File: config.mk
export PLATFORM = sky130hd
export DESIGN_NAME = pmat_cmp_unit
export DESIGN_NICKNAME = d
export VERILOG_FILES = /design/src/rtl/pmat_pkg.sv /design/src/rtl/pmat_cmp_unit.sv
export SDC_FILE = /design/constraint.sdc
export NUM_CORES = 1
export LEC_CHECK = 0
export BUFFER_PORTS_ARGS = -buffer_cell sky130_fd_sc_hd__buf_2
export CORE_MARGIN = 2
export CORE_UTILIZATION = 48
export DETAILED_ROUTE_END_ITERATION = 6
export GPL_TIMING_DRIVEN = 0
export MAX_ROUTING_LAYER = met4
export PLACE_DENSITY = 0.89
export SYNTH_ARGS = -nofsm -noshare
export SYNTH_HDL_FRONTEND = slang
export SYNTH_SLANG_ARGS = --single-unit
File: constraint.sdc
create_clock -name vclk -period 9.7
set_clock_uncertainty 0.1 [all_clocks]
set_input_delay 1.455 -clock vclk [all_inputs]
set_output_delay 1.455 -clock vclk [all_outputs]
set_load 0.01 [all_outputs]
File: src/rtl/pmat_pkg.sv
// ----------------------------------------------------------------------------
// pmat_pkg
// shared types, sizes and codes of the page migration access tracker
// ----------------------------------------------------------------------------
package pmat_pkg;

    // table geometry; PAGES and MAX_GPUS are powers of two
    localparam int PAGES            = 1024;
    localparam int MAX_GPUS         = 4;
    localparam int COUNTER_BITS     = 16;
    localparam int FETCHES_PER_PAGE = 32;

    // fixed field widths
    localparam int MODE_BITS    = 3;
    localparam int PAGE_IN_BITS = 10;
    localparam int GPU_IN_BITS  = 2;
    localparam int THR_BITS     = 16;
    localparam int GPUS_BITS    = 3;
    localparam int CFG_IDX_BITS = 2;
    localparam int CFG_DAT_BITS = 16;

    // derived widths
    localparam int PAGE_BITS = $clog2(PAGES);
    localparam int GPU_BITS  = $clog2(MAX_GPUS);
    localparam int WB_BITS   = $clog2(FETCHES_PER_PAGE + 1);
    localparam int SUM_BITS  = ((COUNTER_BITS > THR_BITS) ? COUNTER_BITS : THR_BITS) + 1;
    localparam int GM_BITS   = PAGE_BITS + GPU_BITS;

    // event codes
    localparam logic [MODE_BITS-1:0] MODE_READ     = 3'd0;
    localparam logic [MODE_BITS-1:0] MODE_WRITE    = 3'd1;
    localparam logic [MODE_BITS-1:0] MODE_WB       = 3'd2;
    localparam logic [MODE_BITS-1:0] MODE_AGREE_RO = 3'd3;
    localparam logic [MODE_BITS-1:0] MODE_AGREE_WR = 3'd4;
    localparam logic [MODE_BITS-1:0] MODE_QUERY    = 3'd5;

    // register indexes
    localparam logic [CFG_IDX_BITS-1:0] CFG_THRESHOLD = 2'd0;
    localparam logic [CFG_IDX_BITS-1:0] CFG_GPUS      = 2'd1;

    localparam logic [THR_BITS-1:0]  THR_RESET  = 16'd16;
    localparam logic [GPUS_BITS-1:0] GPUS_RESET = 3'd4;

    typedef enum logic [2:0] {
        ST_CLEAR,
        ST_IDLE,
        ST_LOOK,
        ST_SWEEP,
        ST_INIT,
        ST_FINISH
    } t_state;

    // per page word
    typedef struct packed {
        logic               valid;
        logic               ws;
        logic [WB_BITS-1:0] wb;
    } t_page_word;

    // per page and requester word
    typedef struct packed {
        logic                    mark;
        logic [COUNTER_BITS-1:0] wcnt;
        logic [COUNTER_BITS-1:0] rcnt;
    } t_gpu_word;

    function automatic logic [PAGE_BITS-1:0] page_index(input logic [PAGE_IN_BITS-1:0] p);
        return PAGE_BITS'(32'(p) % PAGES);
    endfunction

    function automatic logic [GPU_BITS-1:0] gpu_index(input logic [GPU_IN_BITS-1:0] g);
        return GPU_BITS'(32'(g) % MAX_GPUS);
    endfunction

    // index of the last requester that takes part
    function automatic logic [GPU_BITS-1:0] last_gpu(input logic [GPUS_BITS-1:0] n);
        logic [GPU_BITS-1:0] res;
        if (n == '0) begin
            res = '0;
        end else if (32'(n) > MAX_GPUS) begin
            res = GPU_BITS'(MAX_GPUS - 1);
        end else begin
            res = GPU_BITS'(32'(n) - 1);
        end
        return res;
    endfunction

    function automatic logic [COUNTER_BITS-1:0] bump(input logic [COUNTER_BITS-1:0] c);
        return (c == '1) ? c : c + 1'b1;
    endfunction

endpackage

File: src/rtl/pmat_cmp_unit.sv
// ----------------------------------------------------------------------------
// pmat_cmp_unit
// shared add and compare: a > b + threshold, formed without wrap
// ----------------------------------------------------------------------------
module pmat_cmp_unit
    import pmat_pkg::*;
(
    input  logic [COUNTER_BITS-1:0] i_a,
    input  logic [COUNTER_BITS-1:0] i_b,
    input  logic [THR_BITS-1:0]     i_thr,
    output logic                    o_gt
);

    logic [SUM_BITS-1:0] sum;

    // widened sum then compare
    assign sum  = SUM_BITS'(i_b) + SUM_BITS'(i_thr);
    assign o_gt = SUM_BITS'(i_a) > sum;

endmodule

# Yosys cells after proc, flatten, opt, wreduce, memory -nomap -nowiden
# Index checks and enable logic that the tools add are counted.
[op_classes]
n_addsub = 1
magnitude_cmp = 1
[ops]
columns = ["cell", "n"]
rows = [
  ["$add A16 B16 Y17", 1],
  ["$gt A16 B17 Y1", 1],
]
[totals]
wordCells = 2
reg_bits = 0

# Longest topological paths before layout
# Gate-level depths: netlist of run 1.
[depth]
word_depth = 2
ltp_mapped = 14

# Worst setup path after synthesis of run 1
# Ideal clock, no wire load.
[synth_timing]
path_type = "input -> output"
startpoint = "input port i_b[0]"
endpoint = "output port o_gt"
stages = 14
path_slack_ns = 3.665
arrival_ns = 4.480
required_ns = 8.145
cell_sequence = "ha_1 fa_1 a21oi_2 o21ai_2 a2111oi_4 o31ai_2 or4b_1 and3_1 ha_1 a21o_1 a21oi_1 o21ai_0 nand2_1 a311oi_1"
[synth_via]
elab_chain_len = 2
[synth_rtl]
columns = ["item", "line_no", "rtl"]
rows = [
  ["start: declaration", "pmat_cmp_unit.sv:9", "input logic [COUNTER_BITS-1:0] i_b,"],
  ["$add A16 B16 Y17", "pmat_cmp_unit.sv:17", "assign sum = SUM_BITS'(i_b) + SUM_BITS'(i_thr);"],
  ["$gt A16 B17 Y1", "pmat_cmp_unit.sv:18", "assign o_gt = SUM_BITS'(i_a) > sum;"],
  ["end: declaration", "pmat_cmp_unit.sv:11", "output logic o_gt"],
]
# No other way between the ends.

# Worst setup path after layout of run 1
# Ends and elaborated chain as after synthesis.

==> results of run 1 <==
layout make-up:
class / count / area share
repair buffers: 49 / 0.177
multi-input cells: 133 / 0.790
well taps: 28 / 0.0252
inverters: 3 / 0.00812
routing by layer:
layer  wire, um  vias to the layer above  GRT usage  part of all wire
li1           -                      621          -                 -
met1       1110                      538      0.204              0.40
met2       1520                       31      0.445              0.55
met3        111                        2    0.00287             0.040
met4         13                        0    0.00877            0.0047
met5          0                        -          -                 0
cells by family (layout without fill, tap and decap cells):
logic type / count (synthesis) / after routing / synth area share
AOI/OAI and AO/OA: 47 / 47 / 0.305
xor gates and xnor gates: 12 / 12 / 0.0949
adders and majority gates: 33 / 33 / 0.380
buffers and inverters: 3 / 52 / 0.0102
and+or+nand+nor: 41 / 41 / 0.210
critical path: stages:
cell and delay [ps]:
buf_2 100, ha_1 230, fa_1 420, a21oi_2 180, o21ai_2 110, a2111oi_4 410
o31ai_2 180, or4b_1 500, and3_1 180, ha_1 290, a21o_1 180, a21oi_1 170
nand3b_1 100, a211oi_1 240, a311oi_1 90, buf_2 160
Yosys cell counts:
master and instances:
o31ai_1 1, and2b_4 1, and2b_1 1, o21ai_2 1, a311oi_1 2, and3_1 5, o21a_1 1, nand3b_1 1
a31oi_1 1, a311o_1 1, a2111oi_4 1, a21o_1 9, inv_1 3, nor4b_1 1, and2b_2 1, fa_1 1
xor2_1 5, a21boi_0 1, a2111oi_0 1, nand2_1 8, nor2_1 9, or2_2 1, nor3_1 1, or4b_1 1
a21oi_2 1, a21o_2 1, ha_1 32, nand4_1 3, o21ai_0 5, o31ai_2 1, a22oi_1 1, xnor2_1 7
a21oi_1 15, nor2b_1 5, o41ai_1 1, nand4b_1 1, and2_4 1, a211oi_1 2, nand2b_1 1, o21bai_1 1
metrics by stage:
step / utilization / instances / area (um2) / power [mW]
2_1_floorplan: - / 136 / 1110 / 0.0715
3_3_place_gp: 0.633 / 213 / 1390 / 0.0930
3_5_place_dp: 0.633 / 213 / 1390 / 0.100
4_1_cts: 0.633 / 213 / 1390 / 0.101
5_1_grt: 0.633 / 213 / 1390 / 0.113
6_report: 0.633 / 213 / 1390 / 0.101
how the worst min path moves through the flow:
| stage | startpoint | end | slack [ps] |
|---|---|---|---|
| after detailed placement | i_thr[15] | o_gt | 3290 |
| after global placement | i_thr[15] | o_gt | 3260 |
| after floorplan | i_thr[15] | o_gt | 3070 |
| after CTS | i_thr[15] | o_gt | 3290 |
| final | i_thr[15] | o_gt | 3290 |
| after global routing | i_thr[15] | o_gt | 3310 |
where the power goes:
group / switching [mW] / internal [mW] / leakage, nW
clock: 0 / 0 / 0
combinational: 0.0515 / 0.0493 / 0.748
sequential: 0 / 0 / 0
==> metrics.yaml, run 1 <==
status:
  status: "complete, no violations"
yosys:
  syn-cell-area_um2: 1110
  yosys_warnings: 0
  synth_top_cell_area_share: 0.362
  synth.area.top_cells: "ha_1 36%, a21oi_1 6.8%, a21o_1 6.1%"
  synthCells: 136
  synth.yosys.seq_area_share: 0
  synthesis.nets: 217
  syn_area_per_cell_um2: 8.14
  ys_types: 40
  yosysTopAreaCell: "ha_1"
layout:
  syn_to_final_growth_pct: 25.3
  layout.area.seq_um2: 0
  n_antenna_cell: 0
  seq_cells: 0
  final_cell_mix: "49 x buf_2, 32 x ha_1, 15 x a21oi_1, 9 x a21o_1, 9 x nor2_1"
  nets: 268
  clkbuf_count: 0
  fillers: 205
  final_common_cell: "buf_2"
  multi_input_area_um2: 1100
  drive_above_1_share: 0.314
critical_path:
  start_kind: "input pin"
  cp.required_ps: 8150
  path_class: "in2out"
  endpoint: "o_gt"
  critical_path_arrival_ps: 5010
  worst_setup_path_end_kind: "primary output"
  worst_setup_path_startpoint: "i_b[0]"
  crit_path_max_fanout: 4
global_routing:
  grt_pass1_wl_mm: 4.32
  grt_antenna_before_repair: 0
  grtUsageTotal: 0.204
  grt_pass1_vias: 1134
  overflow: 0
  grt_max_degree: 10
clocking:
  cts_resized: 0
  postCtsHoldBufs: 0
  postCtsSetupRepairBufs: 0
place:
  place_ws_ps: 3120
  portBuffers: 49
  routabilityCongestion: 0.834
  post-dp-hpwl_mm: 2.50
floorplanning:
  die_w_um: 52.0
  die_area_um2: 2710
  die_y_um: 52.0
  start_util: 0.505
  io_pins: 49
  core_um2: 2190
  placementRows: 17
drt:
  final_antenna_net_count: 0
  vias_per_cell: 5.60
  wl_per_cell_um: 13.0
  drt_pass1_iterations: 4
  initialDrtViolationCount: 19
  vias: 1192
  drc_errors: 0
  routed_wl_mm: 2.76
sta:
  hold_ws_ps: 3290
  rsz0062_at_grt: "no"
  tightest_slew_ps: 673
  post-route-period-util: 0.677
  layout_setup_ws_ps: 3130
  fin_crit_ps: 6570
  tns_ps: 0
  maxSlewHeadroom: 0.547
  fmax_mhz: 152
  setup_viol: 0
  final_hold_viol_count: 0
  maxSlewViolCount: 0
power:
  leakagePower_nw: 0.748
  power_density_nw_per_um2: 72.6
  irDropWorstVdd_v: 0.0000387
job:
  drv_cap: 0
min_path:
  hold_depth: 4
  min_path_type: "in2out"
Note: power is estimated with default switching activity, not from simulation.
==> run 2, diff against run 1 <==
CORE_UTILIZATION = 46   (was 48)
clock period = 5.3 ns   (was 9.7 ns; I/O delays follow)
==> run 2 against run 1 <==
- wire length fell by 7.7%
- first-iteration DRC count fell by 16%
- worst hold slack got worse by 1300 ps
- flip-flop and latch count did not move
- sequential share of layout area did not move
- clock-buffer cell count did not move
- global-route usage fell by 1.2 points
- non-clock buffer count did not move
- power rose by 80%
- combinational power rose by 80%
- final cell count did not move
- die area rose by 4.0%
==> metrics.yaml, run 2 (synthesized netlist as in run 1, its figures left out) <==
sta:
  tns_ps: 0
  maxSlewHeadroom: 0.570
  maxSlewViolCount: 0
  tightest_slew_ps: 638
  rsz0062_at_grt: "no"
  final_hold_viol_count: 0
  setup_viol: 0
  hold_ws_ps: 1960
  fin_crit_ps: 5100
  post-route-period-util: 0.963
  fmax_mhz: 196
power:
  leakagePower_nw: 0.748
  power_density_nw_per_um2: 130
  irDropWorstVdd_v: 0.0000662
  total_power_uw: 182
global_routing:
  grtUsageTotal: 0.193
  grt_pass1_vias: 1068
  grt_max_degree: 10
  overflow: 0
  grt_antenna_before_repair: 0
  grt_pass1_wl_mm: 4.17
job:
  drv_cap: 0
floorplanning:
  die_w_um: 53.1
  core_um2: 2250
  placementRows: 17
  die_y_um: 53.1
  die_area_um2: 2820
  io_pins: 49
  start_util: 0.491
layout:
  final_common_cell: "buf_2"
  final_cell_mix: "49 x buf_2, 32 x ha_1, 15 x a21oi_1, 9 x a21o_1, 9 x nor2_1"
  syn_to_final_growth_pct: 26.3
  n_antenna_cell: 0
  layout.area.seq_um2: 0
  multi_input_area_um2: 1110
  nets: 268
  fillers: 206
  clkbuf_count: 0
  seq_cells: 0
  drive_above_1_share: 0.319
critical_path:
  start_kind: "input pin"
  worst_setup_path_startpoint: "i_b[0]"
  cp.buffers_inverters: 2
  cpPeakStageDelay_ps: 500
  path_class: "in2out"
  critical_path.slowest_cell: "or4b_1"
  crit_path_max_fanout: 4
  endpoint: "o_gt"
  path_depth: 16
  worst_setup_path_end_kind: "primary output"
  cp.required_ps: 4410
  crit_family: "compound AO/OA/AOI/OAI gates"
  critical_path_arrival_ps: 4210
  crit_chain: "buf_2, ha_1, fa_2, a21oi_2, o21ai_2, a2111oi_4, o31ai_4, or4b_1, and3_1, ha_1, a21o_1, a21oi_1, nand3b_1, a211oi_1, a311oi_1, buf_2"
drt:
  drc_errors: 0
  drt_pass1_iterations: 4
  final_antenna_net_count: 0
  wl_met2_mm: 1.28
  vias: 1174
  wl_met3_um: 125
  routed_wl_mm: 2.55
  vias_per_cell: 5.51
  initialDrtViolationCount: 16
  wl_per_cell_um: 12.0
  routedLengthMet1_mm: 1.13
  routed.top_layer: "met4"
min_path:
  min_path_type: "in2out"
  hold_depth: 4
status:
  status: "complete, no violations"
place:
  routabilityCongestion: 0.838
  portBuffers: 49
  post-dp-hpwl_mm: 2.30
[run 2: tightest hold or removal path: stages]
cell and delay [ps]:
buf_2 80, ha_1 160, a311oi_1 100, buf_2 130
[run 2: area by class of cell]
type,instances,area share
well taps,28,0.0250
inverters,3,0.00805
repair buffers,49,0.175
multi-input cells,133,0.792
[run 2: report_power, final]
part	internal, mW	leakage (nW)	switching, mW
sequential	0	0	0
clock	0	0	0
combinational	0.0900	0.748	0.0916
total	0.0900	0.748	0.0916
[run 2: repair_timing]
action | in CTS | in global routing
gates resized for setup | 0 | 2
endpoints found under the setup margin | 0 | 1
hold buffers | 0 | 0
setup buffers | 0 | 0
[run 2: stage by stage]
stage	util	cell area, um2	setup slack, ps	instances
finish	0.620	1400	198	213
global route	0.620	1400	25.7	213
CTS	0.615	1390	36.8	213
detailed placement	0.615	1390	62.4	213
global placement	0.615	1390	111	213
floorplan	-	1110	585	136
[run 2: per-layer routing]
metal,GRT usage,up-vias
met4,0.0128,0
met5,-,-
met1,0.239,517
li1,-,623
met3,0,2
met2,0.365,32
[run 2: worst min-delay path by stage]
stage	from	endpoint	slack (ps)
3_5_place_dp	i_thr[15]	o_gt	1960
3_3_place_gp	i_thr[15]	o_gt	1950
6_report	i_thr[15]	o_gt	1960
4_1_cts	i_thr[15]	o_gt	1960
5_1_grt	i_thr[15]	o_gt	1970
2_1_floorplan	i_thr[15]	o_gt	1750
